## src/hw/rtl/wpool_pkg.sv

```systemverilog
// Shared constants, types and helpers of the window pooling block.
package wpool_pkg;

    localparam int MAX_WIDTH_DEF   = 1024;
    localparam int SAMPLE_BITS_DEF = 16;

    localparam int CFG_IDX_BITS  = 2;
    localparam int CFG_DATA_BITS = 11;

    localparam logic [CFG_IDX_BITS-1:0] CFG_ROW_WIDTH   = 2'd0;
    localparam logic [CFG_IDX_BITS-1:0] CFG_WINDOW_SIZE = 2'd1;
    localparam logic [CFG_IDX_BITS-1:0] CFG_POOL_MODE   = 2'd2;

    localparam logic [CFG_DATA_BITS-1:0] ROW_WIDTH_RESET = 11'd1024;
    localparam logic [1:0]               WINDOW_RESET    = 2'd2;
    localparam logic                     MODE_RESET      = 1'b0;
    localparam logic [1:0]               WINDOW_THREE    = 2'd3;
    localparam logic                     MODE_AVG        = 1'b1;

    localparam int ACC_GUARD    = 4;
    localparam int ACC_MAX_BITS = 36;

    localparam logic [15:0] DIV3_MUL   = 16'd43691;
    localparam int          DIV3_SHIFT = 17;

    localparam int                 AVG_K_BITS = 14;
    localparam logic signed [13:0] AVG3_MUL   = 14'sd7282;
    localparam int                 AVG3_SHIFT = 16;
    localparam int                 AVG2_SHIFT = 2;

    localparam int OUT_DEPTH = 4;

    typedef struct packed {
        logic three;
        logic avg;
    } wpool_cfg_t;

    typedef struct packed {
        logic valid;
        logic first_row;
        logic last_row;
        logic row_end;
    } wpool_op_t;

    function automatic logic signed [ACC_MAX_BITS-1:0] combine(
        input logic signed [ACC_MAX_BITS-1:0] a,
        input logic signed [ACC_MAX_BITS-1:0] b,
        input logic                           avg
    );
        if (avg == MODE_AVG) begin
            return a + b;
        end
        return (b > a) ? b : a;
    endfunction

endpackage

```

## src/hw/rtl/wpool_ctrl.sv

```systemverilog
// Configuration registers, position counters, row accumulator and line store read.
module wpool_ctrl #(
    parameter int MAX_WIDTH   = wpool_pkg::MAX_WIDTH_DEF,
    parameter int SAMPLE_BITS = wpool_pkg::SAMPLE_BITS_DEF,
    localparam int SD         = MAX_WIDTH / 2,
    localparam int AB         = (SD > 1) ? $clog2(SD) : 1,
    localparam int AW         = SAMPLE_BITS + wpool_pkg::ACC_GUARD
) (
    input  logic                                   aclk,
    input  logic                                   aresetn,
    input  logic                                   cfg_wr_en,
    input  logic [wpool_pkg::CFG_IDX_BITS-1:0]     cfg_index,
    input  logic [wpool_pkg::CFG_DATA_BITS-1:0]    cfg_wdata,
    input  logic                                   in_accept,
    input  logic signed [SAMPLE_BITS-1:0]          in_sample,
    input  logic                                   in_tensor_start,
    output wpool_pkg::wpool_cfg_t                  cfg,
    output logic                                   rd_en,
    output logic [AB-1:0]                          rd_addr,
    output wpool_pkg::wpool_op_t                   op,
    output logic signed [AW-1:0]                   op_acc,
    output logic [AB-1:0]                          op_idx
);
    import wpool_pkg::*;

    localparam int WB = $clog2(MAX_WIDTH + 1);
    localparam int OB = $clog2(SD + 1);
    localparam int WIDTH_RST  = (int'(ROW_WIDTH_RESET) > MAX_WIDTH) ? MAX_WIDTH
                                                                    : int'(ROW_WIDTH_RESET);
    localparam int OUTS_RST   = WIDTH_RST / 2;
    localparam int USABLE_RST = OUTS_RST * 2;

    logic [CFG_DATA_BITS-1:0] row_width_reg, row_width_next;
    logic [1:0]               window_reg, window_next;
    logic                     mode_reg, mode_next;
    logic [WB-1:0]            width_reg, width_next;
    logic [OB-1:0]            outs_reg, outs_next;
    logic [WB-1:0]            usable_reg, usable_next;

    logic [31:0] w32, prod32, outs32, usable32;
    logic        three_next;

    logic [WB-1:0]        ic_reg, ic_next, ic_cur;
    logic [1:0]           cw_reg, cw_next, cw_cur;
    logic [1:0]           rw_reg, rw_next, rw_cur;
    logic [OB-1:0]        oc_reg, oc_next, oc_cur;
    logic signed [AW-1:0] hacc_reg, hacc_next, hacc_cur;

    logic signed [ACC_MAX_BITS-1:0] x_w, hacc_w, acc_w;
    logic [2:0]     f_w, cw_inc, rw_inc;
    logic [WB:0]    ic_inc;
    logic [OB:0]    oc_inc;
    logic [OB-1:0]  idx_w;
    logic           active, done, rw_last;

    wpool_op_t            op_reg, op_next;
    logic signed [AW-1:0] op_acc_reg;
    logic [AB-1:0]        op_idx_reg;

    always_comb begin
        row_width_next = row_width_reg;
        window_next    = window_reg;
        mode_next      = mode_reg;
        if (cfg_wr_en) begin
            unique case (cfg_index)
                CFG_ROW_WIDTH:   row_width_next = cfg_wdata;
                CFG_WINDOW_SIZE: window_next    = cfg_wdata[1:0];
                CFG_POOL_MODE:   mode_next      = cfg_wdata[0];
                default: ;
            endcase
        end
        three_next = (window_next == WINDOW_THREE);
        w32 = 32'(row_width_next);
        if (w32 == 32'd0) begin
            w32 = 32'd1;
        end else if (w32 > 32'(MAX_WIDTH)) begin
            w32 = 32'(MAX_WIDTH);
        end
        prod32   = w32 * 32'(DIV3_MUL);
        outs32   = three_next ? (prod32 >> DIV3_SHIFT) : (w32 >> 1);
        usable32 = three_next ? (outs32 + (outs32 << 1)) : (outs32 << 1);
        width_next  = w32[WB-1:0];
        outs_next   = outs32[OB-1:0];
        usable_next = usable32[WB-1:0];
    end

    always_comb begin
        ic_cur   = in_tensor_start ? '0 : ic_reg;
        cw_cur   = in_tensor_start ? '0 : cw_reg;
        rw_cur   = in_tensor_start ? '0 : rw_reg;
        oc_cur   = in_tensor_start ? '0 : oc_reg;
        hacc_cur = in_tensor_start ? '0 : hacc_reg;

        f_w    = (window_reg == WINDOW_THREE) ? 3'd3 : 3'd2;
        x_w    = ACC_MAX_BITS'(in_sample);
        hacc_w = ACC_MAX_BITS'(hacc_cur);
        acc_w  = (cw_cur == 2'd0) ? x_w : combine(hacc_w, x_w, mode_reg);

        active  = (ic_cur < usable_reg);
        cw_inc  = {1'b0, cw_cur} + 3'd1;
        done    = active && (cw_inc >= f_w);
        rw_inc  = {1'b0, rw_cur} + 3'd1;
        rw_last = (rw_inc >= f_w);
        oc_inc  = {1'b0, oc_cur} + 1'b1;
        ic_inc  = {1'b0, ic_cur} + 1'b1;

        idx_w = (oc_cur >= OB'(SD)) ? (oc_cur - OB'(SD)) : oc_cur;

        hacc_next = active ? acc_w[AW-1:0] : hacc_cur;
        cw_next   = active ? (done ? 2'd0 : cw_inc[1:0]) : cw_cur;
        oc_next   = done ? oc_inc[OB-1:0] : oc_cur;
        rw_next   = rw_cur;
        ic_next   = ic_inc[WB-1:0];
        if (ic_inc >= {1'b0, width_reg}) begin
            ic_next = '0;
            oc_next = '0;
            cw_next = '0;
            rw_next = rw_last ? 2'd0 : rw_inc[1:0];
        end

        op_next.valid     = in_accept && done;
        op_next.first_row = (rw_cur == 2'd0);
        op_next.last_row  = rw_last;
        op_next.row_end   = (oc_inc >= {1'b0, outs_reg});
    end

    always_ff @(posedge aclk) begin
        if (!aresetn) begin
            row_width_reg <= ROW_WIDTH_RESET;
            window_reg    <= WINDOW_RESET;
            mode_reg      <= MODE_RESET;
            width_reg     <= WB'(WIDTH_RST);
            outs_reg      <= OB'(OUTS_RST);
            usable_reg    <= WB'(USABLE_RST);
            ic_reg        <= '0;
            cw_reg        <= '0;
            rw_reg        <= '0;
            oc_reg        <= '0;
            hacc_reg      <= '0;
            op_reg        <= '0;
        end else begin
            row_width_reg <= row_width_next;
            window_reg    <= window_next;
            mode_reg      <= mode_next;
            width_reg     <= width_next;
            outs_reg      <= outs_next;
            usable_reg    <= usable_next;
            if (in_accept) begin
                ic_reg   <= ic_next;
                cw_reg   <= cw_next;
                rw_reg   <= rw_next;
                oc_reg   <= oc_next;
                hacc_reg <= hacc_next;
            end
            op_reg <= op_next;
        end
    end

    always_ff @(posedge aclk) begin
        if (in_accept) begin
            op_acc_reg <= acc_w[AW-1:0];
            op_idx_reg <= idx_w[AB-1:0];
        end
    end

    assign cfg.three = (window_reg == WINDOW_THREE);
    assign cfg.avg   = mode_reg;
    assign rd_en     = op_next.valid;
    assign rd_addr   = idx_w[AB-1:0];
    assign op        = op_reg;
    assign op_acc    = op_acc_reg;
    assign op_idx    = op_idx_reg;

endmodule

```

## config.mk

```make
export PLATFORM = sky130hd
export DESIGN_NAME = wpool_ctrl
export DESIGN_NICKNAME = d
export VERILOG_FILES = /design/src/hw/rtl/wpool_pkg.sv /design/src/hw/rtl/wpool_ctrl.sv
export SDC_FILE = /design/constraint.sdc
export NUM_CORES = 1
export LEC_CHECK = 0
export BUFFER_PORTS_ARGS = -buffer_cell sky130_fd_sc_hd__buf_2
export CORE_UTILIZATION = 25
export DETAILED_ROUTE_END_ITERATION = 8
export SYNTH_ARGS = -nofsm -noshare
export SYNTH_HDL_FRONTEND = slang
export SYNTH_SLANG_ARGS = --single-unit
```

## constraint.sdc

```tcl
create_clock -name aclk -period 13.8 [get_ports aclk]
set_clock_uncertainty 0.05 [all_clocks]
set_input_delay 2.76 -clock aclk [delete_from_list [all_inputs] [get_ports aclk]]
set_output_delay 2.76 -clock aclk [all_outputs]
set_load 0.03 [all_outputs]
```

# Word-level counts from Yosys, hierarchy flattened
# Cells that the tools add are included.
# totals
register_bits	124
input_bits	34
output_inout_bits	45
elab_cells	75
# classes
n_addsub	7
n_mul	1
n_lt_le_gt_ge	8
n_eq_ne	4
mux	29
reduce_logical	8
# ops
operator	n
two-way mux 20 bit	6
two-way mux 11 bit	8
two-way mux 10 bit	3
multiplier 11 x 16 -> 27 bit, second input constant	1
adder 20 x 16 -> 20 bit	1
> comparator 16 x 20 -> 1 bit	1
two-way mux 2 bit	9
adder 11 x 1 -> 12 bit, second input constant	1
greater-or-equal comparator 12 x 11 -> 1 bit	1
adder 10 x 1 -> 11 bit, second input constant	1
adder 11 bit	1
greater-or-equal comparator 11 x 10 -> 1 bit	1
> comparator 11 bit, second input constant	1
logical NOT 11 bit	1
< comparator 11 bit	1
greater-or-equal comparator 10 bit, second input constant	1
two-way mux 9 bit	1
subtractor 9 x 1 -> 9 bit, second input constant	1
adder 2 x 1 -> 3 bit, second input constant	2
equality test 2 bit, second input constant	3
greater-or-equal comparator 3 x 2 -> 1 bit	2
logical NOT 2 bit	3
AND reduction 2 bit	2
equality test 2 x 1 -> 1 bit, second input constant	1
2 further kinds	4

# Longest topological paths before layout
# logic_depth
ltp_word	10
ltp_mapped	33
mapped_depth_nobuf	32

# Worst setup path after synthesis
# OpenSTA, ideal clock, no wires.
# synth_path
path_kind	input-to-reg
from	input cfg_index[0] (netlist bit)
to	register usable_reg[9]
setup_time_ns	0.132
arrival_time_ns	9.840
t_required_ns	13.618
slack_ns	3.778
path_stages	32
path_buffers	1
path_cell_list	nor3b_4 -> buf_2 -> nand4b_1 -> nand2_1 -> xnor2_1 -> nor2_1 -> ha_1 -> inv_1 -> fa_1 -> fa_1 -> inv_1 -> fa_1 -> inv_1 -> fa_1 -> inv_1 -> ha_1 -> nand4_1 -> nor3_1 -> o2111ai_1 -> a21oi_1 -> o21a_1 -> o31a_1 -> a211oi_1 -> a21oi_1 -> inv_1 -> ha_1 -> and3_1 -> a311oi_1 -> o21a_1 -> maj3_2 -> xor2_1 -> a21oi_1
# synth_between
elab_chain_cells	10
elab_cells_between_ends	15
classes_between	add/sub: 1; mul: 1; order compare: 1; eq/ne: 2; mux: 8; reduce/logical: 2
# synth_rtl
item	line	text
from (decl)	wpool_ctrl.sv:12	input logic [wpool_pkg::CFG_IDX_BITS-1:0] cfg_index,
logical NOT 2 bit (*)	wpool_ctrl.sv:65	unique case (cfg_index)
two-way mux 11 bit (*)	wpool_ctrl.sv:65	
two-way mux 11 bit (*)	wpool_ctrl.sv:64	if (cfg_wr_en) begin
> comparator 11 bit	wpool_ctrl.sv:76	end else if (w32 > 32'(MAX_WIDTH)) begin
two-way mux 11 bit	wpool_ctrl.sv:76	
two-way mux 11 bit (*)	wpool_ctrl.sv:74	if (w32 == 32'd0) begin
named net w32[7]	wpool_ctrl.sv:40	logic [31:0] w32, prod32, outs32, usable32;
multiplier 11 x 16 -> 27 bit (*)	wpool_ctrl.sv:79	prod32 = w32 * 32'(DIV3_MUL);
two-way mux 11 bit (*)	wpool_ctrl.sv:80	outs32 = three_next ? (prod32 >> DIV3_SHIFT) : (w32 >> 1);
named net outs32[7]	wpool_ctrl.sv:40	
adder 11 bit (*)	wpool_ctrl.sv:81	usable32 = three_next ? (outs32 + (outs32 << 1)) : (outs32 << 1);
two-way mux 11 bit (*)	wpool_ctrl.sv:81	
to (signal assigned)	wpool_ctrl.sv:134	usable_reg <= WB'(USABLE_RST);
to (signal assigned)	wpool_ctrl.sv:147	usable_reg <= usable_next;
to (decl)	wpool_ctrl.sv:38	logic [WB-1:0] usable_reg, usable_next;
# The timed path passes the listed nets; every way through them passes the cells marked *.
# A chain may end at the register's enable or synchronous reset.

# Worst setup path in the final report
# Ends and elaborated chain as after synthesis.

==> results.txt <==
----------------------------------------------------
[Status]
  Run status ... complete, no violations

[Worst setup path]
  Worst Setup Path Type ... input port to flop
  Peak per-stage delay on the critical path ... 690 ps
  Critical-path cell with the highest stage delay ... nor3b_4
  Crit start category ... input port
  Worst path most repeated cell ... inv_1
  Arrival @ worst endpoint ... 11210 ps
  Critical path peak fanout ... 13
  Data required, critical path ... 14050 ps
  Type of element capturing the critical path ... flop

[CTS]
  Worst-Skew Late Latency ... 430 ps
  Clock transition at the register clock pins on the worst setup and hold paths after CTS ... 60 ps
  TritonCTS sink count ... 124
  Post-cts sizing count ... 0
  Setup fix buffers added after clock tree synthesis ... 0
  TritonCTS Buffers ... 17
  CTS H-tree lvls ... 4
  Cell at the root of the clock tree ... clkbuf_16
  CTS max path bufs ... 2
  Clock tree from TritonCTS ... yes
  CTS Hold Buffers Added ... 0

[GRT]
  All-Layer GR Usage ... 12.9%
  Number of antenna violations at the first check in global routing ... 0
  Total overflow reported by the global router ... 0
  Met2 global-route usage ... 23.2%
  Maximum number of pins on one net before global-route repair ... 65
  Global-route wire length before repair ... 45500 um
  Vias in the first global route ... 8831
  Routing usage on met1 ... 15.3%
  Global-route track usage on met3 ... 2.00%
  Global-route layer with the greatest usage ... met2

[Synthesis]
  YS warnings ... 0
  Sequential element share of the synthesized area ... 26.0%
  Syn_nets ... 1460
  Library cell with the largest summed area after synthesis ... ha_1
  Cell types with the highest counts after synthesis ... inv_1 (159), ha_1 (154), dfxtp_1 (95)
  Average instance area after synthesis ... 8.68 um^2
  Area contributors post-synth ... ha_1 (18%), dfxtp_1 (18%), edfxtp_1 (8.2%), fa_1 (7.7%), inv_1 (5.6%)
  Number of instances in the synthesized netlist ... 1231
  Post-synthesis cell type count ... 73
  Count leader, synth ... inv_1
  Flop and latch count out of synthesis ... 124
  Number of enable-type register cells in the synthesized netlist ... 29
  Top cell type's share of synthesized area ... 18.0%
  Most frequently used flop master after synthesis ... dfxtp_1
  Post-Synthesis Cell Area ... 0.0107 mm^2
  Async set or reset register ratio after synthesis ... 0%

[Routing]
  Average routed wire per standard cell ... 14.9 um
  Number of nets still failing antenna checks after routing ... 0
  Post-DR vias/cell ... 4.78
  Pre-antenna DRT Iters ... 5
  Wire length reported by the detailed router ... 27400 um
  DR vias ... 8799
  Remaining design rule violation count ... 0
  Iteration-0 DRC count of the detailed router ... 465

[Place]
  Instance count after placement with tap cells included ... 1810
  Post-place instance area ... 0.0116 mm^2
  Number of input and output port buffers inserted ... 78
  Placer congestion estimate ... 0.858
  DPL Wire Length ... 21300 um

[Timing]
  Number of setup violations in the final report ... 0
  TNS Setup ... 0 ps
  Setup repair after global routing missed its margin ... false
  Max-slew violation total from the final report ... 0
  Final Cycle Share ... 79.5%
  Slew headroom ... 42.4%
  Slew at the pin closest to its max-slew limit ... 863 ps
  Final-report hold violation count ... 0
  Final min period ... 10970 ps
  Highest Clock Rate ... 91.2 MHz

[Layout]
  Antenna diodes ... 0
  Final non-filler cell area ... 0.0122 mm^2
  Total number of nets in the final design ... 1519
  Final non-filler cell total ... 1842
  Number of filler cells placed in the layout ... 4433
  Layout area overhead ... 14.3%
  Share of final-layout standard cells stronger than drive strength 1 ... 10.7%

[Power and ir drop]
  Total power ... 1.12 mW
  Cell area power density ... 91.6 mW/mm^2
  Worst ir drop on vdd ... 65.1 uV
  Leakage power of the design ... 5.61 nW

[Hold path]
  Class of the tightest hold or removal check ... flop to flop

[Die]
  Die height ... 209 um
  Die width ... 209 um
  # rows ... 75
  Area of the die ... 0.0436 mm^2
  Initial cell density of the core ... 25.4%
  Core area ... 0.0420 mm^2
  I/O pin count ... 79

[Run]
  # Max-Cap Violations ... 0

----------------------------------------------------
==> report_power, final <==
group          internal (mW)  switching [mW]
Clock                  0.259           0.194
Combinational         0.0998           0.169
Sequential             0.391         0.00685
==> critical path: cells and delay by family <==
kind | cells | cell delay [ps]
buf+inv | 6 | 580
fa+ha+maj | 8 | 3380
mux | 1 | 460
compound gates | 9 | 2060
xor+xnor | 2 | 330
simple gates | 5 | 1630
==> logic make-up (layout without fill, tap and decap cells) <==
family | after synthesis | count (layout) | share of synthesized area (%)
compound gates | 292 | 292 | 18.2
xor+xnor | 50 | 50 | 4.17
fa+ha+maj | 196 | 196 | 25.8
buf+inv | 207 | 279 | 7.40
flops | 124 | 124 | 26.0
mux | 21 | 21 | 2.14
simple gates | 341 | 341 | 16.3
==> area by class of cell <==
type | instances | area, um^2 | area share, %
Clock buffer | 17 | 425 | 3.48
Inverter | 162 | 608 | 4.98
Sequential cell | 124 | 2770 | 22.7
Tap cell | 539 | 674 | 5.52
Clock inverter | 15 | 166 | 1.36
Timing Repair Buffer | 85 | 443 | 3.63
Multi-Input combinational cell | 900 | 7120 | 58.3
==> through the flow <==
stage | util, % | hold WS, ps | setup slack, ps
floorplan | - | 380 | 3780
CTS | 29.0 | 416 | 2860
global placement | 27.6 | 391 | 2710
detailed placement | 27.6 | 404 | 2450
finish | 29.0 | 407 | 2830
global route | 29.0 | 435 | 2210
==> routing by layer <==
metal | up-vias | part of all wire, %
met5 | - | 0
met4 | 0 | 2.5
met3 | 45 | 3.4
met2 | 186 | 50
met1 | 4176 | 44
li1 | 4392 | -
==> final timing paths <==
check,to,slack [ps],startpoint,cells after the start
max,usable_reg[9],2830,cfg_index[0],31
min,hacc_reg[16],410,hacc_reg[16],2
max reg2reg,usable_reg[9],5580,row_width_reg[4],31
min reg2reg,hacc_reg[16],410,hacc_reg[16],2
==> placed cells by master (no fill, tap or decap), types with 10 or more instances in the layout <==
| cell type | instances |
|---|---|
| inv_1 | 159 |
| ha_1 | 154 |
| dfxtp_1 | 95 |
| a21oi_1 | 85 |
| nor2_1 | 78 |
| buf_2 | 78 |
| nand2_1 | 73 |
| nor2b_1 | 53 |
| fa_1 | 41 |
| nand3_1 | 32 |
| edfxtp_1 | 29 |
| o21ai_0 | 28 |
| o22ai_1 | 28 |
| xor2_1 | 27 |
| a21o_1 | 25 |
| nand2b_1 | 24 |
| xnor2_1 | 22 |
| o21a_1 | 18 |
| a22oi_1 | 17 |
| clkbuf_16 | 17 |
| mux2i_1 | 15 |
| and2_1 | 15 |
| nor3_1 | 13 |
| and3_1 | 12 |
| nand4_1 | 10 |
| a31oi_1 | 10 |
(Power assumes the default switching activity.)
