===== src/hw/rtl/wpool_pkg.sv =====
// Shared constants, types and helpers of the window pooling block.
package wpool_pkg;

    localparam int MAX_WIDTH_DEF   = 1024;
    localparam int SAMPLE_BITS_DEF = 16;

    localparam int CFG_IDX_BITS  = 2;
    localparam int CFG_DATA_BITS = 11;

    localparam logic [CFG_IDX_BITS-1:0] CFG_ROW_WIDTH   = 2'd0;
    localparam logic [CFG_IDX_BITS-1:0] CFG_WINDOW_SIZE = 2'd1;
    localparam logic [CFG_IDX_BITS-1:0] CFG_POOL_MODE   = 2'd2;

    localparam logic [CFG_DATA_BITS-1:0] ROW_WIDTH_RESET = 11'd1024;
    localparam logic [1:0]               WINDOW_RESET    = 2'd2;
    localparam logic                     MODE_RESET      = 1'b0;
    localparam logic [1:0]               WINDOW_THREE    = 2'd3;
    localparam logic                     MODE_AVG        = 1'b1;

    localparam int ACC_GUARD    = 4;
    localparam int ACC_MAX_BITS = 36;

    localparam logic [15:0] DIV3_MUL   = 16'd43691;
    localparam int          DIV3_SHIFT = 17;

    localparam int                 AVG_K_BITS = 14;
    localparam logic signed [13:0] AVG3_MUL   = 14'sd7282;
    localparam int                 AVG3_SHIFT = 16;
    localparam int                 AVG2_SHIFT = 2;

    localparam int OUT_DEPTH = 4;

    typedef struct packed {
        logic three;
        logic avg;
    } wpool_cfg_t;

    typedef struct packed {
        logic valid;
        logic first_row;
        logic last_row;
        logic row_end;
    } wpool_op_t;

    function automatic logic signed [ACC_MAX_BITS-1:0] combine(
        input logic signed [ACC_MAX_BITS-1:0] a,
        input logic signed [ACC_MAX_BITS-1:0] b,
        input logic                           avg
    );
        if (avg == MODE_AVG) begin
            return a + b;
        end
        return (b > a) ? b : a;
    endfunction

endpackage


===== src/hw/rtl/wpool_fifo.sv =====
// Small register queue that holds pooled words until the output side takes them.
module wpool_fifo #(
    parameter int WIDTH = 17,
    parameter int DEPTH = wpool_pkg::OUT_DEPTH,
    localparam int PB   = (DEPTH > 1) ? $clog2(DEPTH) : 1,
    localparam int CB   = $clog2(DEPTH + 1)
) (
    input  logic             aclk,
    input  logic             aresetn,
    input  logic             push,
    input  logic [WIDTH-1:0] push_data,
    input  logic             pop,
    output logic             out_valid,
    output logic [WIDTH-1:0] out_data,
    output logic [CB-1:0]    count
);

    logic [WIDTH-1:0] mem_reg [DEPTH];
    logic [PB-1:0]    wr_ptr_reg, wr_ptr_next;
    logic [PB-1:0]    rd_ptr_reg, rd_ptr_next;
    logic [CB-1:0]    count_reg, count_next;
    logic             do_pop;

    always_comb begin
        do_pop      = pop && (count_reg != '0);
        wr_ptr_next = wr_ptr_reg;
        rd_ptr_next = rd_ptr_reg;
        count_next  = count_reg;
        if (push) begin
            wr_ptr_next = (wr_ptr_reg == PB'(DEPTH - 1)) ? '0 : wr_ptr_reg + 1'b1;
        end
        if (do_pop) begin
            rd_ptr_next = (rd_ptr_reg == PB'(DEPTH - 1)) ? '0 : rd_ptr_reg + 1'b1;
        end
        unique case ({push, do_pop})
            2'b10:   count_next = count_reg + 1'b1;
            2'b01:   count_next = count_reg - 1'b1;
            default: count_next = count_reg;
        endcase
    end

    always_ff @(posedge aclk) begin
        if (!aresetn) begin
            wr_ptr_reg <= '0;
            rd_ptr_reg <= '0;
            count_reg  <= '0;
        end else begin
            wr_ptr_reg <= wr_ptr_next;
            rd_ptr_reg <= rd_ptr_next;
            count_reg  <= count_next;
        end
    end

    always_ff @(posedge aclk) begin
        if (push) begin
            mem_reg[wr_ptr_reg] <= push_data;
        end
    end

    assign out_valid = (count_reg != '0);
    assign out_data  = mem_reg[rd_ptr_reg];
    assign count     = count_reg;

endmodule


===== config.mk =====
export PLATFORM = sky130hd
export DESIGN_NAME = wpool_fifo
export DESIGN_NICKNAME = d
export VERILOG_FILES = /design/src/hw/rtl/wpool_pkg.sv /design/src/hw/rtl/wpool_fifo.sv
export SDC_FILE = /design/constraint.sdc
export NUM_CORES = 1
export LEC_CHECK = 0
export ABC_AREA = 0
export BUFFER_PORTS_ARGS = -buffer_cell sky130_fd_sc_hd__clkbuf_2
export CAP_MARGIN = 40
export CELL_PAD_IN_SITES_DETAIL_PLACEMENT = 0
export CELL_PAD_IN_SITES_GLOBAL_PLACEMENT = 1
export CORE_UTILIZATION = 48
export DETAILED_ROUTE_END_ITERATION = 7
export HOLD_SLACK_MARGIN = 0.1
export PLACE_DENSITY_LB_ADDON = 0.1
export SLEW_MARGIN = 0
export SYNTH_ARGS = -nofsm -noshare
export SYNTH_HDL_FRONTEND = slang
export SYNTH_SLANG_ARGS = --single-unit

===== constraint.sdc =====
create_clock -name aclk -period 2.55 [get_ports aclk]
set_input_delay 0.255 -clock aclk [delete_from_list [all_inputs] [get_ports aclk]]
set_output_delay 0.255 -clock aclk [all_outputs]
set_load 0.005 [all_outputs]

* After elaboration in Yosys (flattened, before gate mapping) *
Memory sizes are Yosys's and may differ from the RTL's. A register that Yosys moved wholly into a read port is not among the register bits.
Index checks and enable logic that the tools add are counted.
Widths: inputs -> output; s select.

storage, ports and cells
  memories kept = 1
  input bits = 21
  memory bits (writable) = 68
  word-level logic and storage cells = 22
  bits in registers = 7

memory list
  memory   depth  width  rd ports  clocked after memory_dff  write ports  line              RTL
  mem_reg  4      17     1         1                         1            wpool_fifo.sv:18  logic [WIDTH-1:0] mem_reg [DEPTH];

operators by class
  add/subtract/negate cells = 4
  reductions and logical operators = 3
  eq/ne operators = 4
  multiplexer cells = 7

operator list
  kind                 count
  $mux 2               4
  $eq 2x2->1 const B   3
  $pmux 3 s2           1
  $add 2x1->2 const B  2
  $add 3x1->3 const B  1
  $reduce_bool 3->1    1
  $sub 3x1->3 const B  1
  $eq 2x1->1 const B   1
  $mux 1               2
  $reduce_bool 2->1    1
  $logic_and 1x1->1    1

* Logic depth before layout (Yosys ltp) *
Gate-level depths: netlist (run 1).

  word-level depth = 4
  depth in mapped cells = 8
  mapped depth without buffers = 8

* Least setup slack after synthesis (run 1) *
OpenSTA, ideal clock, no wires.

  path kind = register to register
  start = reg count_reg[0], in the netlist count[0]
  end = reg count_reg[2], in the netlist count[2]
  setup slack = 0.733 ns
  data arrival time = 1.741 ns
  cell stages (with the launch flop) = 9
  library setup time = 0.076 ns
  path through = dfxtp_1 o31ai_1 inv_1 ha_1 inv_1 fa_1 xor2_1 or3_1 a21boi_0

between the ends
  longest elaborated chain between the ends = 4
  elaborated cells between the ends (all ways) = 8
  classes of those cells = 2 x add/sub; 2 x eq/ne; 1 x mux; 3 x reduce/logical

ends and longest elaborated chain
  element                                                              line              RTL
  start, declared                                                      wpool_fifo.sv:21  logic [CB-1:0] count_reg, count_next;
  start signal, assigned                                               wpool_fifo.sv:50  count_reg <= count_next;
  parallel branches: the longest is 4 deep, another holds $sub 3x1->3  n/a

Several ways; the timed one is not identified.
A chain may end at the register's enable or synchronous reset.

* Worst setup path in the final report (run 1) *
  start = reg count_reg[1], in the netlist count[1]
  end = reg count_reg[1], in the netlist count[1]

The elaborated chain is that of the path after synthesis.

==> results of run 1 <==
==> cells by family (layout without fill, tap and decap cells) <==
group,Yosys count,count (layout),synth area share
flip-flops,77,77,0.752
multiplexers,18,18,0.142
AND/OR/NAND/NOR,17,17,0.0322
buffers and inverters,11,69,0.0229
adder cells (fa/ha/maj),7,7,0.0322
AO/OA/AOI/OAI,7,7,0.0135
XOR/XNOR,2,2,0.00593
==> per-stage QoR <==
step / utilization / cell area (µm²) / hold slack (ps) / power [mW]
6_report: 0.585 / 3460 / 139 / 3.02
3_3_place_gp: 0.551 / 3260 / 467 / 2.09
4_1_cts: 0.585 / 3460 / 122 / 3.06
5_1_grt: 0.585 / 3460 / 121 / 3.17
2_1_floorplan: - / 2960 / 354 / 1.93
3_5_place_dp: 0.551 / 3260 / 476 / 2.13
==> placed cells by master, fill, tap and decap left out, types with 2 or more instances in the layout <==
cell,synthesis,final
nand2_1,3,3
clkinv_1,0,3
nor2b_1,2,2
mux4_2,10,10
and2_1,6,6
mux4_1,7,7
o21ai_0,4,4
or3_1,2,2
nand3_1,2,2
ha_1,6,6
buf_4,0,6
edfxtp_1,68,68
clkbuf_8,0,9
bufinv_16,0,2
clkbuf_2,0,41
inv_1,7,7
dfxtp_1,9,9
==> metal layers <==
metal	vias to the layer above	wire (µm)
li1	664	-
met1	698	2080
met2	35	2460
met3	10	235
met4	0	93
met5	-	0
==> final cells by class <==
| class | count | area share |
|---|---|---|
| clock buffer | 9 | 0.0358 |
| timing repair buffer | 47 | 0.0723 |
| inverter | 7 | 0.00759 |
| sequential | 77 | 0.642 |
| tap | 75 | 0.0271 |
| clock inverter | 6 | 0.0228 |
| multi-input combinational | 51 | 0.193 |
==> critical path: cells and delay by family (launching register included) <==
kind            cells  cell delay (ps)
buf+inv             2              160
flops               1              360
simple gates        1              150
compound gates      2              720
fa+ha+maj           2              630
==> worst min-delay path by stage <==
stage                  startpoint                  endpoint
floorplan            push_data[0]   mem_reg[0][0]$_DFFE_PP_
global placement    push_data[14]  mem_reg[2][14]$_DFFE_PP_
detailed placement   push_data[7]   mem_reg[2][7]$_DFFE_PP_
CTS                  push_data[3]   mem_reg[0][3]$_DFFE_PP_
global route         push_data[3]   mem_reg[2][3]$_DFFE_PP_
finish               push_data[3]   mem_reg[0][3]$_DFFE_PP_
==> power by group <==
group / switching, mW / total [mW] / internal, mW
combinational: 0.270 / 0.582 / 0.312
clock: 0.395 / 0.931 / 0.536
sequential: 0.0546 / 1.51 / 1.46
total: 0.720 / 3.02 / 2.30
==> results.toml, run 1 <==
[placed_design]
dp_cells = 257
place_congestion = 0.736
io_buffers = 41
dp_hpwl_um = 3100
detailedPlace.worstSlack_ps = 466

[timing]
finalHoldViolations = 0
final_max_slew_viol_count = 0
period_share = 0.816
final.setup.tns_ps = 0
rsz0062_at_grt = "false"
min_period_ps = 2080
max_clock_freq_ghz = 0.481
slew_headroom = 0.627
tightest_slew_ps = 555
setup-violations-final = 0
fin_ws_ps = 469
clock_skew_ps = 6.96

[grt]
grt_use_met2 = 0.290
track_usage = 0.174
use_met1 = 0.206
busiest_layer = "met2"
antenna_found_initial = 0
grt_pass1_vias = 1537
met3_usage = 0.0443
grt-ovfl-total = 0
grt_pass1_wl_um = 7640
grt_max_degree = 18

[power_and_ir_drop]
p_leak_nw = 1.25
power_density_mw_per_mm2 = 873
ir_drop_v = 0.000566

[detailed_routing]
post-route-drc-count = 0
num_vias = 1407
wl_per_cell_um = 17.9
dr.pass1.iters = 4
ant_nets = 0
drt_iter0_drc = 74
via_per_inst = 5.17
wl_um = 4870

[worst_setup_path]
ff2ff_path_depth = 7
crit_start = "count[1]$_SDFFE_PN0P_"
crit_fanout = 5
crit_type = "flop to flop"
r2r_slack_ps = 470
worstSetupEndpoint = "count[1]$_SDFFE_PN0P_"
setup.worst_path.end_class = "flop"
rr_startpoint = "count[1]$_SDFFE_PN0P_"
cp-start-kind = "flop"
worstPathCellList = "o31ai_1 -> inv_1 -> ha_1 -> inv_1 -> fa_1 -> o21ai_0 -> and2_1"
arrival_ps = 2360
cpMaxStageDelayCell = "o31ai_1"
crit_path_max_incr_delay_ps = 530
critical_path.most_common_cell = "inv_1"
r2r_end = "count[1]$_SDFFE_PN0P_"
crit_required_ps = 2830

[cts]
cts_setup_buffers = 0
cts_tree = "built"
postCtsHoldBufs = 0
cts_sinks = 77
cts_max_level = 3
cts_resized = 0
cts_buffers = 9
insertion_delay_ps = 330
cts_buffer_depth = 2
clkTransAtPathRegs_ps = 70
root_buffer = "clkbuf_8"

[floorplanning]
core_mm2 = 0.00592
rows = 28
die_w_um = 80.5
num_io_pins = 42
dieArea_mm2 = 0.00648
initial_core_util = 0.499
die_y_um = 80.5

[yosys]
yosysMostFrequentCell = "edfxtp_1"
syn_avg_cell_area_um2 = 21.3
yosysWarnings = 0
yosysSeqAreaShare = 0.752
ys_ff_latch = 77
synth_area_leaders = "edfxtp_1, mux4_2, mux4_1"
synth_flop_cell = "edfxtp_1"
ys_types = 24
synthCells = 139
yosys-top-cells-count = "edfxtp_1, mux4_2, dfxtp_1"
async_flop_share = 0
synth_area_leader_cell = "edfxtp_1"
syn_nets = 167
synth_edf_count = 68
synth_top_area_share = 0.691
netlist_area_mm2 = 0.00296

[finish]
syn2layout_area_growth_pct = 17.1
seqCellArea_mm2 = 0.00222
fillers = 461
final_cells = 272
fin_nets = 221
multi_input_area_um2 = 667
layout-drive-gt1-share = 0.350
largest_reg_flops = 68
n_antenna_cell = 0

[hold_path]
hold_class = "input pin to flop"
hold_depth = 1

[run]
cap_violations = 0

[run_status]
status = "finished, final reports clean"
No activity file was read; power rests on OpenSTA's default activity.
==> run 2, diff against run 1 <==
- ABC_AREA: 0 -> 1
- CORE_UTILIZATION: 48 -> 42
- clock period: 2.55 -> 1.8 ns (I/O delays scaled with it)
==> results.toml, run 2 <==
[run_status]
status = "finished, final reports clean"

[cts]
cts_buffer_depth = 2
cts_tree = "built"
root_buffer = "clkbuf_8"
insertion_delay_ps = 340
clkTransAtPathRegs_ps = 70
cts_max_level = 3
cts_sinks = 77
cts_buffers = 9
cts_setup_buffers = 0

[yosys]
yosysMostFrequentCell = "edfxtp_1"
yosysSeqAreaShare = 0.727
synth_area_leader_cell = "edfxtp_1"
yosys-top-cells-count = "edfxtp_1, nor2_1, o22ai_1"
netlist_area_mm2 = 0.00306
ys_ff_latch = 77
syn_avg_cell_area_um2 = 13.6
yosysWarnings = 0
synth_flop_cell = "edfxtp_1"
ys_types = 22
async_flop_share = 0
synthCells = 225
synth_top_area_share = 0.668
syn_nets = 253
synth_area_leaders = "edfxtp_1, dfxtp_1, nor2_1"
synth_edf_count = 68

[floorplanning]
initial_core_util = 0.442
die_w_um = 87.3
core_mm2 = 0.00691
die_y_um = 87.3
dieArea_mm2 = 0.00762
rows = 30
num_io_pins = 42

[worst_setup_path]
crit_path_max_incr_delay_ps = 390
crit_type = "flop to output port"
cp_top_family = "buffers and inverters"
crit_required_ps = 1620
worstPathCellList = "clkinv_2 -> o21ai_1 -> o22ai_1 -> clkbuf_2"
crit_fanout = 17
setup.worst_path.end_class = "output port"
rr_startpoint = "count[0]$_SDFFE_PN0P_"
cp-start-kind = "flop"
critPathBufInv = 2
cpMaxStageDelayCell = "dfxtp_1"
arrival_ps = 1500

[detailed_routing]
met3_length_um = 170
wl_met2_um = 2560
num_vias = 1906
wl_um = 5640
via_per_inst = 4.79
route.top_layer_used = "met4"
post-route-drc-count = 0
dr.pass1.iters = 4
drt_iter0_drc = 67
ant_nets = 0
wl_per_cell_um = 14.2
wl_met1_um = 2800

[hold_path]
hold_class = "input pin to flop"
worstHoldStart = "aresetn"

[timing]
rsz0062_at_grt = "false"
min_period_ps = 1680
fin_ws_ps = 122
final.setup.tns_ps = 0
finalHoldViolations = 0
max_clock_freq_ghz = 0.596
clock_skew_ps = 5.81
slew_headroom = 0.756
period_share = 0.932
fin_worst_hold_slack_ps = 152
final_max_slew_viol_count = 0
tightest_slew_ps = 365
setup-violations-final = 0

[finish]
syn2layout_area_growth_pct = 25.0
layout_common_cells = "edfxtp_1, clkbuf_2, nor2_1, o22ai_1, dlygate4sd3_1"
fin_nets = 325
n_antenna_cell = 0
largest_reg_flops = 68
layout-drive-gt1-share = 0.278
final_common_cell = "edfxtp_1"
fillers = 630

[power_and_ir_drop]
ir_drop_v = 0.000554
p_total_mw = 4.70
power_density_mw_per_mm2 = 1230
p_leak_nw = 1.48

[placed_design]
place_congestion = 0.731
io_buffers = 41
dp_hpwl_um = 3500
detailedPlace.worstSlack_ps = 138

[grt]
antenna_found_initial = 0
grt_pass1_wl_um = 9340
grt_max_degree = 35
track_usage = 0.172
grt_pass1_vias = 1859
grt-ovfl-total = 0

[run]
cap_violations = 0
[run 2: per-stage QoR]
step           utilization  std cells  cell area, µm²
6_report             0.553        398            3820
5_1_grt              0.553        398            3820
4_1_cts              0.551        398            3810
3_5_place_dp         0.493        365            3410
3_3_place_gp         0.493        365            3410
2_1_floorplan            -        225            3060
[run 2: cells by family (layout without fill, tap and decap cells)]
family / after synthesis / in the layout / share of synthesized area
buf+inv: 26 / 103 / 0.0504
compound gates: 61 / 61 / 0.121
simple gates: 54 / 54 / 0.0704
flops: 77 / 77 / 0.727
fa+ha+maj: 7 / 7 / 0.0311
[run 2: power breakdown]
| group | switching, mW | internal, mW |
|---|---|---|
| Clock | 0.583 | 0.908 |
| Sequential | 0.0570 | 2.07 |
| Combinational | 0.621 | 0.466 |
| Total | 1.26 | 3.44 |
[run 2: path summary, 6_finish.rpt]
path                           endpoint  slack [ps]  cells past startpoint
setup / recovery            out_data[8]         120                      4
hold / removal    count[2]$_SDFFE_PN0P_         150                      3
setup reg to reg  count[2]$_SDFFE_PN0P_         190                     11
hold reg to reg   count[0]$_SDFFE_PN0P_         520                      2
[run 2: cell type report]
cell class              instances  area (µm²)  area share
repair buffers                 70         490       0.128
clock buffers                  10         128      0.0334
well taps                      96         120      0.0314
clock inverters                 6         101      0.0265
multi-input cells             122         684       0.179
flip-flops and latches         77        2230       0.583
inverters                      17        70.1      0.0183
[run 2: metal layers]
| layer | up-vias | track usage |
|---|---|---|
| met4 | 0 | 0.0969 |
| met2 | 35 | 0.247 |
| li1 | 958 | - |
| met1 | 903 | 0.238 |
| met3 | 10 | 0.0408 |
| met5 | - | 0 |
[run 2: worst min-delay path: stages]
cell	delay, ps
clkbuf_2	150
nand2_1	90
nor2_1	30
[run 2: timing repair]
| item | in CTS | in global routing |
|---|---|---|
| endpoints found under the hold margin | 68 | 0 |
| setup endpoints to repair | 0 | 5 |
| hold buffers | 17 | 0 |
| gates resized for setup | 0 | 8 |
==> run 3, diff against run 2 <==
- BUFFER_PORTS_ARGS: -buffer_cell sky130_fd_sc_hd__clkbuf_2 -> default
- CORE_UTILIZATION: 42 -> 46
- DONT_BUFFER_PORTS: default -> 1
==> results.toml, run 3 (synthesized netlist as in run 2, its figures left out) <==
[grt]
grt-ovfl-total = 0
grt_max_degree = 35
grt_pass1_vias = 1979
grt_pass1_wl_um = 9440
antenna_found_initial = 0
track_usage = 0.180

[timing]
max_clock_freq_ghz = 0.605
clock_skew_ps = 7.27
slew_headroom = 0.730
finalHoldViolations = 0
period_share = 0.918
rsz0062_at_grt = "false"
final_max_slew_viol_count = 0
final.setup.tns_ps = 0
setup-violations-final = 0
min_period_ps = 1650
tightest_slew_ps = 404

[detailed_routing]
via_per_inst = 5.41
dr.pass1.iters = 4
wl_um = 5860
wl_per_cell_um = 17.2
drt_iter0_drc = 174
ant_nets = 0
post-route-drc-count = 0
num_vias = 1838

[floorplanning]
die_w_um = 83.5
core_mm2 = 0.00639
rows = 29
dieArea_mm2 = 0.00697
num_io_pins = 42
die_y_um = 83.5
initial_core_util = 0.478

[cts]
insertion_delay_ps = 330
cts_buffer_depth = 2
clkTransAtPathRegs_ps = 70
cts_setup_buffers = 0
cts_buffers = 9
cts_max_level = 3
root_buffer = "clkbuf_8"
cts_sinks = 77
cts_tree = "built"

[worst_setup_path]
cp_top_family = "adder cells"
arrival_ps = 1880
setup.worst_path.end_class = "flop"
crit_fanout = 3
crit_type = "flop to flop"
cpMaxStageDelayCell = "dfxtp_2"
cp-start-kind = "flop"
worstPathCellList = "inv_1 -> nand3_2 -> and2_1 -> ha_1 -> inv_1 -> fa_2 -> inv_1 -> nand2_1 -> nand3_1 -> nand2_1 -> inv_1 -> nor2_1"
crit_path_max_incr_delay_ps = 350
crit_required_ps = 2030
critical_path.most_common_cell = "inv_1"
critPathBufInv = 4

[run_status]
status = "finished, final reports clean"

[finish]
final_common_cell = "edfxtp_1"
layout_common_cells = "edfxtp_1, nor2_1, dlygate4sd3_1, o22ai_1, o21ai_0"
fin_util = 0.563
layout-drive-gt1-share = 0.167
n_antenna_cell = 0
largest_reg_flops = 68
syn2layout_area_growth_pct = 17.6
fin_nets = 287

[run]
cap_violations = 0

[placed_design]
dp_hpwl_um = 3760
place_congestion = 0.803
io_buffers = 0

[hold_path]
hold_class = "input pin to flop"

[power_and_ir_drop]
power_density_mw_per_mm2 = 1260
ir_drop_v = 0.000579
p_leak_nw = 1.32
==> run 3: per-layer routing <==
layer | GRT usage | part of all wire
met3 | 0.0475 | 0.046
met1 | 0.205 | 0.42
met4 | 0.0786 | 0.018
met2 | 0.319 | 0.52
met5 | 0 | 0
==> run 3: repair_timing <==
item	4_1_cts	5_1_grt
gates resized for setup	0	8
hold buffers	20	0
hold endpoints to repair	77	0
setup endpoints to repair	0	8
==> run 3: metrics by stage <==
stage	total power [mW]	std cells	hold slack, ps	instance area [µm²]	worst slack, ps
after floorplan	2.84	225	279	3060	111
after global routing	4.74	340	212	3590	34.5
after detailed placement	3.03	305	279	3150	19.6
after CTS	4.54	340	209	3580	5.05
final	4.52	340	214	3590	148
after global placement	2.96	305	279	3150	170
==> run 3: layout make-up <==
| cell class | instances | area, µm² |
|---|---|---|
| Clock buffer | 9 | 124 |
| Clock inverter | 6 | 103 |
| Fill cell | 518 | 2790 |
| Inverter | 17 | 68.8 |
| Multi-Input combinational cell | 122 | 687 |
| Sequential cell | 77 | 2230 |
| Tap cell | 77 | 96.3 |
| Timing Repair Buffer | 32 | 290 |
==> run 3: worst reg2reg max path: stages (launching register included) <==
cell and delay (ps):
dfxtp_2 350, inv_1 80, nand3_2 80, and2_1 120
ha_1 160, inv_1 80, fa_2 350, inv_1 70
nand2_1 60, nand3_1 70, nand2_1 60, inv_1 50
nor2_1 40
==> run 3: path summary, 6_finish.rpt <==
check                        start                     to  slack, ps  cells after the start
max          count[1]$_SDFFE_PN0P_  count[2]$_SDFFE_PN0P_        150                     12
min                            pop  count[0]$_SDFFE_PN0P_        210                      3
max reg2reg  count[1]$_SDFFE_PN0P_  count[2]$_SDFFE_PN0P_        150                     12
min reg2reg  count[0]$_SDFFE_PN0P_  count[0]$_SDFFE_PN0P_        530                      2
==> run 3: where the power goes <==
part | total [mW] | internal [mW] | switching, mW
sequential | 2.14 | 2.07 | 0.0765
combinational | 0.894 | 0.318 | 0.576
clock | 1.48 | 0.902 | 0.577
