[config.mk]
export PLATFORM = sky130hd
export DESIGN_NAME = wpool_merge
export DESIGN_NICKNAME = d
export VERILOG_FILES = /design/src/hw/rtl/wpool_pkg.sv /design/src/hw/rtl/wpool_merge.sv
export SDC_FILE = /design/constraint.sdc
export NUM_CORES = 1
export LEC_CHECK = 0
export ABC_AREA = 0
export BUFFER_PORTS_ARGS = -buffer_cell sky130_fd_sc_hd__buf_4
export CAP_MARGIN = 20
export CORE_MARGIN = 2
export CORE_UTILIZATION = 40
export DETAILED_ROUTE_END_ITERATION = 7
export MAX_ROUTING_LAYER = met4
export PLACE_DENSITY_LB_ADDON = 0.25
export RECOVER_POWER = 25
export SYNTH_ARGS = -nofsm -noshare
export SYNTH_HDL_FRONTEND = slang
export SYNTH_SLANG_ARGS = --single-unit
[constraint.sdc]
create_clock -name aclk -period 8.4 [get_ports aclk]
set_input_delay 0.84 -clock aclk [delete_from_list [all_inputs] [get_ports aclk]]
set_output_delay 0.84 -clock aclk [all_outputs]
set_load 0.005 [all_outputs]
[src/hw/rtl/wpool_pkg.sv]
// Shared constants, types and helpers of the window pooling block.
package wpool_pkg;

    localparam int MAX_WIDTH_DEF   = 1024;
    localparam int SAMPLE_BITS_DEF = 16;

    localparam int CFG_IDX_BITS  = 2;
    localparam int CFG_DATA_BITS = 11;

    localparam logic [CFG_IDX_BITS-1:0] CFG_ROW_WIDTH   = 2'd0;
    localparam logic [CFG_IDX_BITS-1:0] CFG_WINDOW_SIZE = 2'd1;
    localparam logic [CFG_IDX_BITS-1:0] CFG_POOL_MODE   = 2'd2;

    localparam logic [CFG_DATA_BITS-1:0] ROW_WIDTH_RESET = 11'd1024;
    localparam logic [1:0]               WINDOW_RESET    = 2'd2;
    localparam logic                     MODE_RESET      = 1'b0;
    localparam logic [1:0]               WINDOW_THREE    = 2'd3;
    localparam logic                     MODE_AVG        = 1'b1;

    localparam int ACC_GUARD    = 4;
    localparam int ACC_MAX_BITS = 36;

    localparam logic [15:0] DIV3_MUL   = 16'd43691;
    localparam int          DIV3_SHIFT = 17;

    localparam int                 AVG_K_BITS = 14;
    localparam logic signed [13:0] AVG3_MUL   = 14'sd7282;
    localparam int                 AVG3_SHIFT = 16;
    localparam int                 AVG2_SHIFT = 2;

    localparam int OUT_DEPTH = 4;

    typedef struct packed {
        logic three;
        logic avg;
    } wpool_cfg_t;

    typedef struct packed {
        logic valid;
        logic first_row;
        logic last_row;
        logic row_end;
    } wpool_op_t;

    function automatic logic signed [ACC_MAX_BITS-1:0] combine(
        input logic signed [ACC_MAX_BITS-1:0] a,
        input logic signed [ACC_MAX_BITS-1:0] b,
        input logic                           avg
    );
        if (avg == MODE_AVG) begin
            return a + b;
        end
        return (b > a) ? b : a;
    endfunction

endpackage

[src/hw/rtl/wpool_merge.sv]
// Merge with the line store entry, write back, then scale and saturate the pooled word.
module wpool_merge #(
    parameter int MAX_WIDTH   = wpool_pkg::MAX_WIDTH_DEF,
    parameter int SAMPLE_BITS = wpool_pkg::SAMPLE_BITS_DEF,
    localparam int SD         = MAX_WIDTH / 2,
    localparam int AB         = (SD > 1) ? $clog2(SD) : 1,
    localparam int AW         = SAMPLE_BITS + wpool_pkg::ACC_GUARD
) (
    input  logic                          aclk,
    input  logic                          aresetn,
    input  wpool_pkg::wpool_cfg_t         cfg,
    input  wpool_pkg::wpool_op_t          op,
    input  logic signed [AW-1:0]          op_acc,
    input  logic [AB-1:0]                 op_idx,
    input  logic [AW-1:0]                 rd_data,
    output logic                          wr_en,
    output logic [AB-1:0]                 wr_addr,
    output logic [AW-1:0]                 wr_data,
    output logic                          push,
    output logic [SAMPLE_BITS-1:0]        push_data,
    output logic                          push_last,
    output logic [1:0]                    pending
);
    import wpool_pkg::*;

    localparam int PW = AW + AVG_K_BITS;
    localparam logic signed [PW-1:0] SAT_HI = PW'((64'd1 << (SAMPLE_BITS - 1)) - 64'd1);
    localparam logic signed [PW-1:0] SAT_LO = ~SAT_HI;

    logic signed [ACC_MAX_BITS-1:0] acc_w, rd_w, merged_w;
    logic signed [AW-1:0]           v_w;

    logic                 s2_valid_reg;
    logic signed [AW-1:0] s2_v_reg;
    logic                 s2_last_reg;

    logic signed [PW-1:0] v_ext, prod, scaled, sat;

    always_comb begin
        acc_w    = ACC_MAX_BITS'(op_acc);
        rd_w     = ACC_MAX_BITS'($signed(rd_data));
        merged_w = op.first_row ? acc_w : combine(rd_w, acc_w, cfg.avg);
        v_w      = merged_w[AW-1:0];
    end

    assign wr_en   = op.valid;
    assign wr_addr = op_idx;
    assign wr_data = v_w;

    always_ff @(posedge aclk) begin
        if (!aresetn) begin
            s2_valid_reg <= 1'b0;
        end else begin
            s2_valid_reg <= op.valid && op.last_row;
        end
    end

    always_ff @(posedge aclk) begin
        if (op.valid) begin
            s2_v_reg    <= v_w;
            s2_last_reg <= op.row_end;
        end
    end

    always_comb begin
        v_ext = PW'(s2_v_reg);
        prod  = s2_v_reg * AVG3_MUL;
        if (cfg.avg != MODE_AVG) begin
            scaled = v_ext;
        end else if (cfg.three) begin
            scaled = prod >>> AVG3_SHIFT;
        end else begin
            scaled = v_ext >>> AVG2_SHIFT;
        end
        priority if (scaled < SAT_LO) begin
            sat = SAT_LO;
        end else if (scaled > SAT_HI) begin
            sat = SAT_HI;
        end else begin
            sat = scaled;
        end
    end

    assign push      = s2_valid_reg;
    assign push_data = sat[SAMPLE_BITS-1:0];
    assign push_last = s2_last_reg;
    assign pending   = {1'b0, op.valid && op.last_row} + {1'b0, s2_valid_reg};

endmodule

[After elaboration in Yosys (flattened, before gate mapping)]
Index checks and enable logic that the tools add are counted.
Storage, ports and cells
  bits of input ports: 57
  flip-flop bits (word level): 22
  output and inout port bits: 50
Operators by class
  reduce and logical (&&, ||, !) cells: 1
  add/sub/neg operators: 2
  muxes and demuxes: 9
  $mul: 1
  magnitude comparators: 3
Operator list (number)
  $mux W20: 4
  $mux W34: 2
  $gt A34 B16 Y1 const B: 1
  $lt A34 B16 Y1 const B: 1
  $mul A20 B13 Y33 const B: 1
  $mux W16: 2
  $add A20 B20 Y20: 1
  $gt A20 B20 Y1: 1
  $add A1 B1 Y2: 1
  $logic_and A1 B1 Y1: 1
  $mux W1: 1

[Longest topological paths before layout]
Gate-level depths: netlist of the first run.
  word-level depth: 6
  mapped depth: 21

[Worst setup path before layout of the first run]
Ideal clock, no wire load.
  kind: reg-to-output
  start: register s2_v_reg[3]
  end: output push_data[11]
  setup slack: 2.303 ns
  arrival time: 5.257 ns
  cell stages (with the launch flop): 21
  path buffers: 1
  data required time: 7.560 ns
  path through: edfxtp_1 > ha_1 > fa_1 > inv_1 > fa_1 > inv_1 > fa_1 > inv_1 > fa_1 > inv_1 > ha_1 > a21o_1 > o21bai_1 > a311oi_1 > o21ai_0 > a211oi_1 > mux2i_1 > nor2_1 > o31a_1 > buf_6 > a21oi_2
On the way
  cells in the longest elaborated chain, start to end: 6
  elaborated cells between the ends (all ways): 7
  those cells by class: mul: 1; order compare: 2; mux: 4
Ends and longest elaborated chain
  start, declared: line wpool_merge.sv:34  | logic signed [AW-1:0] s2_v_reg;
  start signal, assigned: line wpool_merge.sv:60  | s2_v_reg <= v_w;
  $mul A20 B13 Y33: line wpool_merge.sv:67  | prod = s2_v_reg * AVG3_MUL;
  $mux W34: line wpool_merge.sv:70  | end else if (cfg.three) begin
  $mux W34 (*): line wpool_merge.sv:68  | if (cfg.avg != MODE_AVG) begin
  $gt A34 B16 Y1: line wpool_merge.sv:77  | end else if (scaled > SAT_HI) begin
  $mux W16: line wpool_merge.sv:77
  $mux W16 (*): line wpool_merge.sv:75  | priority if (scaled < SAT_LO) begin
  end, declared: line wpool_merge.sv:20  | output logic [SAMPLE_BITS-1:0] push_data,
Mark *: on every way between the ends. The rest lies on a longest branch, timed or not.

[Worst setup path after layout of the first run]
  start: register s2_v_reg[18]
  end: output push_data[3]
The elaborated chain is that of the path after synthesis.

==> results.md, run 1 <==
- Die area: between 20000 and 25000 um2
- Gpl congestion: 0.9320
- Adder-Cell Fraction of Synth Area: about 44%
- Fin crit period: between 7 and 8 ns
- Post-CTS setup repair buffer count: 0
- Register area share after synthesis: a little over 8%
- #FFs+latches synth: 22
- Root buffer cell: clkbuf_16
- Hold Fails Final Rpt: 0
- Vias per cell: approximately 5.2
- Num rows: between 50 and 60
- Share of layout cells above drive strength 1: between 10% and 20%
- CTS buffer count: 3
- Initial DRC Count: about 420
- GRT overflow: 0
- Post-cts resize count: 0
- Area grow syn2layout: 11.28%
- CP Launch Type: flip-flop
- Xor/xnor share of the synthesized area: 5.482%
- Post-CTS Hold Fix Bufs: 0
- Synth Area in Compound Gates: a little under a fifth
- CP Class: reg -> out
- Post-synth EDFFs: 21
- Vias in the first global route: between 6k and 7k
- Die Y: 145.3 um
- Count of cell types in the netlist: roughly 70
- MaxCap Viol Count: 0
- FMAX: between 0.1 and 0.15 GHz
- Max Slew Vio Count: 0
- Arrival time worst endpoint: ~6.6 ns
- Top_reg_cell synth: edfxtp_1
- Post-synth ARST share: 0%
- Main combinational cell family by area after synthesis: adder cells
- HP Start: op[0]
- Mapped cell area: 7989 um2
- Initial antenna violation count: 0
- Commonest cells after routing, fill and taps aside: inv_1, ha_1, buf_4
- Total Nets Final: approximately 1.3k
- Drt total wl: ~21 mm
- IO Pins: around 110
- Final worst path period share: roughly 90%
- Max reg flops: 20
- Commonest non-fill, non-tap cell in the layout: inv_1
- Hold Path Stages: 1
- Kind of end point of the critical path: output port
- Class of the worst hold path: in -> reg
- DRC viols: 0
- Antenna cell count: 0
- WL/cell: roughly 17 um
- CTS tree: built
- Final antenna-violating net count: 0
- Die width: about 150 um
- Post-Synth Simple-Gate Area: between 8 and 9%
- Slew @ Worst Pin: ~1.3 ns
- Final setup viols: 0
- Initial DRT Pass Iterations: 5
- Core area: slightly below 20000 um2
- HPWL after DPL: between 15 and 20 mm
- Synth warn: 0
- Relative slew slack: ~15%
- Total negative slack: 0 ns
- Via Count: 6631
- Total number of H-tree levels: 1
- Post-synthesis net count: about 1.2k
- First-pass GRT wire length: around 34 mm
- Initial core utilization: about two fifths
- Critical Path RT: ~7.6 ns
- Port-buffer cells: slightly below 90
- Clock sink count: 22
- Crit Path Max Fanout: 15
- Post-Syn Instances: ~940
- Synthesized area per cell: approximately 8.5 um2
- Endpoint, Worst Hold: push_last$_DFFE_PP_
- Status: finished clean
- RSZ-0062 raised after global routing: false
- Tot GR Track Use: between 20% and 30%
- Mux cell area share after synthesis: between 2 and 3%
- Clk buf depth: 2
- Hold_ws: a little under 0.8 ns
- Reg clk slew, reported paths: 0.06 ns
- Largest net degree at the start of global routing: 37
worst max-delay path by stage:
stage | start | to
2_1_floorplan | s2_v_reg[3]$_DFFE_PP_ | push_data[11]
3_3_place_gp | s2_v_reg[18]$_DFFE_PP_ | push_data[0]
3_5_place_dp | s2_v_reg[18]$_DFFE_PP_ | push_data[3]
4_1_cts | s2_v_reg[18]$_DFFE_PP_ | push_data[3]
5_1_grt | s2_v_reg[18]$_DFFE_PP_ | push_data[0]
6_report | s2_v_reg[18]$_DFFE_PP_ | push_data[3]
per-stage QoR:
stage	instances	area, um2	util, %	setup slack (ns)
2_1_floorplan	942	7989	-	2.303
3_3_place_gp	1264	8805	45.09	1.377
3_5_place_dp	1264	8805	45.09	1.300
4_1_cts	1268	8894	45.55	1.020
5_1_grt	1268	8890	45.53	0.5857
6_report	1268	8890	45.53	0.9634
worst max-delay path, stage by stage (launching register included):
cell and delay (ns):
edfxtp_1 0.72, inv_1 0.21, ha_1 0.32, inv_1 0.08
ha_1 0.40, inv_1 0.13, fa_1 0.53, fa_1 0.48
fa_1 0.52, inv_1 0.04, ha_1 0.36, nand2_1 0.15
nor3_1 0.35, nand4_1 0.16, o211ai_1 0.22, nor2_1 0.08
xnor2_1 0.14, o21ai_0 0.30, o31a_1 0.86, a21oi_1 0.09
buf_4 0.19
layer usage:
layer  share of wire (%)  routed length [um]  vias to the layer above  global-route usage (%)
li1                    -                   -                     3267                       -
met1                  45                9468                     3138                   26.62
met2                  49               10330                      209                   35.64
met3                 5.2                1108                       17                   1.541
met4                 1.4                 289                        0                   3.627
met5                   0                   0                        -                       -
final cells by class:
cell class	count	area [um2]
timing repair buffer	90	671.9
clock buffer	4	88.84
tap	265	331.6
sequential	22	650.6
inverter	227	852.1
fill	2009	10640
multi-input combinational	660	6295
logic make-up after synthesis:
logic type      after synthesis
xor+xnor                     50
flops                        22
buf+inv                     260
simple gates                137
compound gates              223
mux                          21
fa+ha+maj                   229
Yosys cell counts (all sizes together) (5+ instances only):
library cell | n | area, um2
fa | 83 | 1662
inv | 225 | 844.6
edfxtp | 21 | 630.6
nand2 | 38 | 145.1
buf | 19 | 138.9
a21o | 11 | 82.58
nor3 | 9 | 50.05
o22ai | 34 | 212.7
nand3 | 8 | 40.04
a21oi | 77 | 426.7
and2 | 6 | 37.54
xor2 | 22 | 192.7
o31ai | 5 | 37.54
mux2i | 21 | 222.7
and3 | 5 | 31.28
clkbuf | 14 | 52.55
nor2 | 37 | 138.9
ha | 146 | 1827
nand4 | 8 | 50.05
o21ai | 27 | 135.1
o211ai | 6 | 45.04
nor2b | 5 | 31.28
o21a | 6 | 45.04
xnor2 | 28 | 245.2
o21bai | 13 | 97.59
a31oi | 6 | 37.54
Power of run 1 is left out: the tool's default activity adds up to more than one toggle a clock period on the data nets, which glitch-free logic cannot reach.
==> inputs of run 2 (changes only) <==
- CAP_MARGIN: 20 -> default
- CORE_MARGIN: 2 -> default
- CTS_CLUSTER_SIZE: default -> 20
==> results.md, run 2 (synthesis results as in run 1) <==
- Status: finished clean
- Crit Path Max Fanout: 15
- Num rows: 51
- Initial antenna violation count: 0
- CP max stage delay: around 0.86 ns
- CTS buffer count: 3
- Gpl congestion: roughly 0.90
- GRT overflow: 0
- First-pass GRT wire length: 35.01 mm
- Vias in the first global route: 6851
- Final setup viols: 0
- Largest net degree at the start of global routing: 36
- Share of layout cells above drive strength 1: a little under an eighth
- Commonest non-fill, non-tap cell in the layout: inv_1
- DRC viols: 0
- Fin crit period: 7.398 ns
- HPWL after DPL: between 15 and 20 mm
- Hold Path Stages: 1
- Area grow syn2layout: 11.28%
- Initial DRC Count: 330
- Post-CTS setup repair buffer count: 0
- CP most frequent cell: inv_1
- CP Cell Sequence: inv_1 > ha_1 > inv_1 > ha_1 > inv_1 > fa_1 > fa_1 > fa_1 > inv_1 > ha_1 > nand2_1 > nor3_1 > nand4_1 > o211ai_1 > nor2_1 > xnor2_1 > o21ai_0 > o31a_1 > a21oi_1 > buf_4
- Class of the worst hold path: in -> reg
- Core area: 19530 um2
- Reg clk slew, reported paths: approximately 0.060 ns
- Final antenna-violating net count: 0
- Die Y: about 140 um
- RSZ-0062 raised after global routing: false
- Final worst path period share: 88.07%
- Initial DRT Pass Iterations: 4
- CP Launch Type: flip-flop
- Total number of H-tree levels: 1
- Post-cts resize count: 0
- IO Pins: about 110
- Drt total wl: between 20 and 25 mm
- Die area: roughly 21000 um2
- CP Class: reg -> out
- Fillers: 1966
- CTS tree: built
- WL/cell: roughly 17 um
- Kind of end point of the critical path: output port
- Die width: 143.3 um
- Vias per cell: between 5 and 6
- Slowest library cell on the worst path: o31a_1
- Initial core utilization: between 40 and 50%
- Post-CTS Hold Fix Bufs: 0
- Total negative slack: 0 ns
- Critical Path RT: 7.56 ns
- Max reg flops: 20
- Relative slew slack: 11.03%
- Port-buffer cells: just under 90
- FMAX: ~0.14 GHz
- Total Nets Final: between 1k and 1.5k
- Arrival time worst endpoint: ~6.6 ns
- Clock sink count: 22
- Hold Fails Final Rpt: 0
- Max Slew Vio Count: 0
- Commonest cells after routing, fill and taps aside: inv_1, ha_1, buf_4
- Root buffer cell: clkbuf_16
- MaxCap Viol Count: 0
- Slew @ Worst Pin: roughly 1.3 ns
- Tot GR Track Use: a little under a quarter
- Antenna cell count: 0
- Clk buf depth: 2
- Via Count: roughly 6.7k
-- run 2: cell counts in the layout (fill, tap and decap cells not counted) --
No cell type changed its count.
-- run 2: worst max-delay path, delay by kind of cell, from the launching register on --
| family | cells | cell delay [ns] |
|---|---|---|
| adder cells (fa/ha/maj) | 6 | 2.58 |
| AO/OA/AOI/OAI | 4 | 1.46 |
| AND/OR/NAND/NOR | 4 | 0.74 |
| flip-flops | 1 | 0.70 |
| buffers and inverters | 5 | 0.64 |
| XOR/XNOR | 1 | 0.14 |
-- run 2: path summary, 6_finish.rpt --
kind	slack, ns	endpoint	from
worst max-delay path	1.00	push_data[1]	s2_v_reg[18]$_DFFE_PP_
worst min-delay path	0.78	push_last$_DFFE_PP_	op[0]
-- run 2: layout make-up --
type,count,area [um2],area share (%)
Sequential cell,22,650.6,7.319
Tap cell,265,331.6,3.730
Multi-Input combinational cell,660,6295,70.81
Timing Repair Buffer,90,671.9,7.558
Clock buffer,4,88.84,0.9993
Inverter,227,852.1,9.585
-- run 2: routing by layer --
| layer | vias to the layer above | global-route usage [%] | wire length, um | part of all wire [%] |
|---|---|---|---|---|
| met3 | 23 | 1.666 | 1055 | 4.9 |
| met2 | 166 | 38.23 | 10410 | 48 |
| met5 | - | - | 0 | 0 |
| li1 | 3280 | - | - | - |
| met4 | 0 | 5.039 | 387 | 1.8 |
| met1 | 3222 | 29.55 | 9711 | 45 |
-- run 2: per-stage QoR --
stage,utilization (%),cell area (um2),hold WS [ns],std cells,worst slack [ns]
3_3_place_gp,45.09,8805,1.019,1264,1.390
4_1_cts,45.55,8894,0.7493,1268,1.015
5_1_grt,45.53,8890,0.7768,1268,0.5402
2_1_floorplan,-,7989,0.9389,942,2.303
6_report,45.53,8890,0.7783,1268,1.002
3_5_place_dp,45.09,8805,1.024,1264,1.306
Power of run 2 is left out for the same reason.
==> inputs of run 3 (changes only) <==
- clock period: 8.4 -> 7.1 ns (I/O delays scaled with it)
==> results.md, run 3 (synthesis results as in run 1) <==
- Area grow syn2layout: 12.22%
- CP Launch Type: flip-flop
- Max Slew Vio Count: 0
- CP Cell Sequence: ha_1 > fa_1 > inv_1 > fa_1 > inv_1 > fa_1 > inv_1 > fa_1 > inv_1 > ha_1 > and3_1 > o211ai_1 > a22o_1 > o31a_1 > o21ai_0 > a21oi_1 > xnor2_1 > a221oi_1 > a21oi_2 > buf_4
- Gr busiest metal: met2
- Total Nets Final: 1299
- Area after DPL: just under 9000 um2
- Arrival time worst endpoint: roughly 6.0 ns
- Drt total wl: 20.77 mm
- Num rows: between 50 and 60
- Worst Path Buf+Inv: 5
- Initial DRC Count: 291
- Commonest non-fill, non-tap cell in the layout: inv_1
- Pre-CTS WS: 0.4706 ns
- Fillers: approximately 2.0k
- Post-CTS Hold Fix Bufs: 0
- Worst setup margin: about 0.41 ns
- Crit Path Max Fanout: 7
- Post-route design area: ~9000 um2
- Total negative slack: 0 ns
- Instance count on the critical path: 20
- Commonest cells after routing, fill and taps aside: inv_1, ha_1, buf_4
- Max reg flops: 20
- HPWL after DPL: about 18 mm
- Vias in the first global route: between 6k and 7k
- Die Y: roughly 140 um
- Relative slew slack: roughly 17%
- Largest delay share family, worst path: adder cells
- Hold Fails Final Rpt: 0
- Class of the worst hold path: in -> reg
- Total number of H-tree levels: 1
- CTS tree: built
- Fin crit period: around 6.7 ns
- WL/cell: about 16 um
- Vias per cell: ~5.2
- CP Class: reg -> out
- Tot GR Track Use: a little over a fifth
- Largest net degree at the start of global routing: 28
- CTS buffer count: 3
- GRT overflow: 0
- Die width: approximately 140 um
- IO Pins: roughly 110
- Clk buf depth: 2
- FMAX: approximately 0.15 GHz
- Initial core utilization: roughly two fifths
- Final setup viols: 0
- Initial antenna violation count: 0
- Clock sink count: 22
- Slew @ Worst Pin: 1.243 ns
- Met2 Use GR: 36.69%
- MaxCap Viol Count: 0
- Kind of end point of the critical path: output port
- Share of layout cells above drive strength 1: roughly an eighth
- Via Count: 6666
- First-pass GRT wire length: 34.02 mm
- Initial DRT Pass Iterations: 5
- Core area: slightly below 20000 um2
- GR Layer Usage met1: approximately 29%
- RSZ-0062 raised after global routing: false
- CP max stage delay: about 0.52 ns
- Critical path capture point: push_data[14]
- Die area: just over 20000 um2
- Reg clk slew, reported paths: about 0.06 ns
- Port-buffer cells: a little under 90
- Status: finished clean
- Critical Path RT: roughly 6.4 ns
- Antenna cell count: 0
- Final antenna-violating net count: 0
- CP startpoint: s2_v_reg[3]$_DFFE_PP_
- Slowest library cell on the worst path: fa_1
- Final worst path period share: between 90% and 100%
- Root buffer cell: clkbuf_16
- Gpl congestion: 0.9381
- Routing usage on met3: approximately 1.2%
- DRC viols: 0
-- run 3: layout make-up --
type                    count  area, um2  share of cell area (%)
clock buffers               4      88.84                  0.9909
inverters                 227      852.1                   9.505
well taps                 265      331.6                   3.699
repair buffers             99      743.2                   8.290
flip-flops and latches     22      650.6                   7.258
multi-input cells         660       6299                   70.26
-- run 3: timing repair --
| item | in CTS | in global routing |
|---|---|---|
| buffers inserted | 0 | 4 |
| gates resized for setup | 0 | 4 |
| endpoints found under the setup margin | 0 | 13 |
-- run 3: per-stage QoR --
step / utilization [%] / hold slack, ns / std cells
after global placement: 45.28 / 0.8897 / 1269
after floorplan: - / 0.8089 / 942
final: 45.91 / 0.6478 / 1277
after detailed placement: 45.28 / 0.8903 / 1269
after global routing: 45.91 / 0.6471 / 1277
after CTS: 45.74 / 0.6192 / 1273
-- run 3: per-layer routing --
layer  share of wire, %  wire length, um  vias up
li1                   -                -     3293
met1                 46             9640     3180
met2                 47             9792      166
met3                4.1              843       27
met4                2.4              489        0
met5                  0                0        -
-- run 3: how the worst min path moves through the flow --
stage,start,end,slack [ns],cells after the start
6_report,op[0],push_last$_DFFE_PP_,0.65,1
5_1_grt,op[0],push_last$_DFFE_PP_,0.65,1
4_1_cts,op[0],push_last$_DFFE_PP_,0.62,1
3_5_place_dp,op[0],push_last$_DFFE_PP_,0.89,1
3_3_place_gp,op[0],push_last$_DFFE_PP_,0.89,1
2_1_floorplan,op[0],push_last$_DFFE_PP_,0.81,0
Power of run 3 is left out for the same reason.
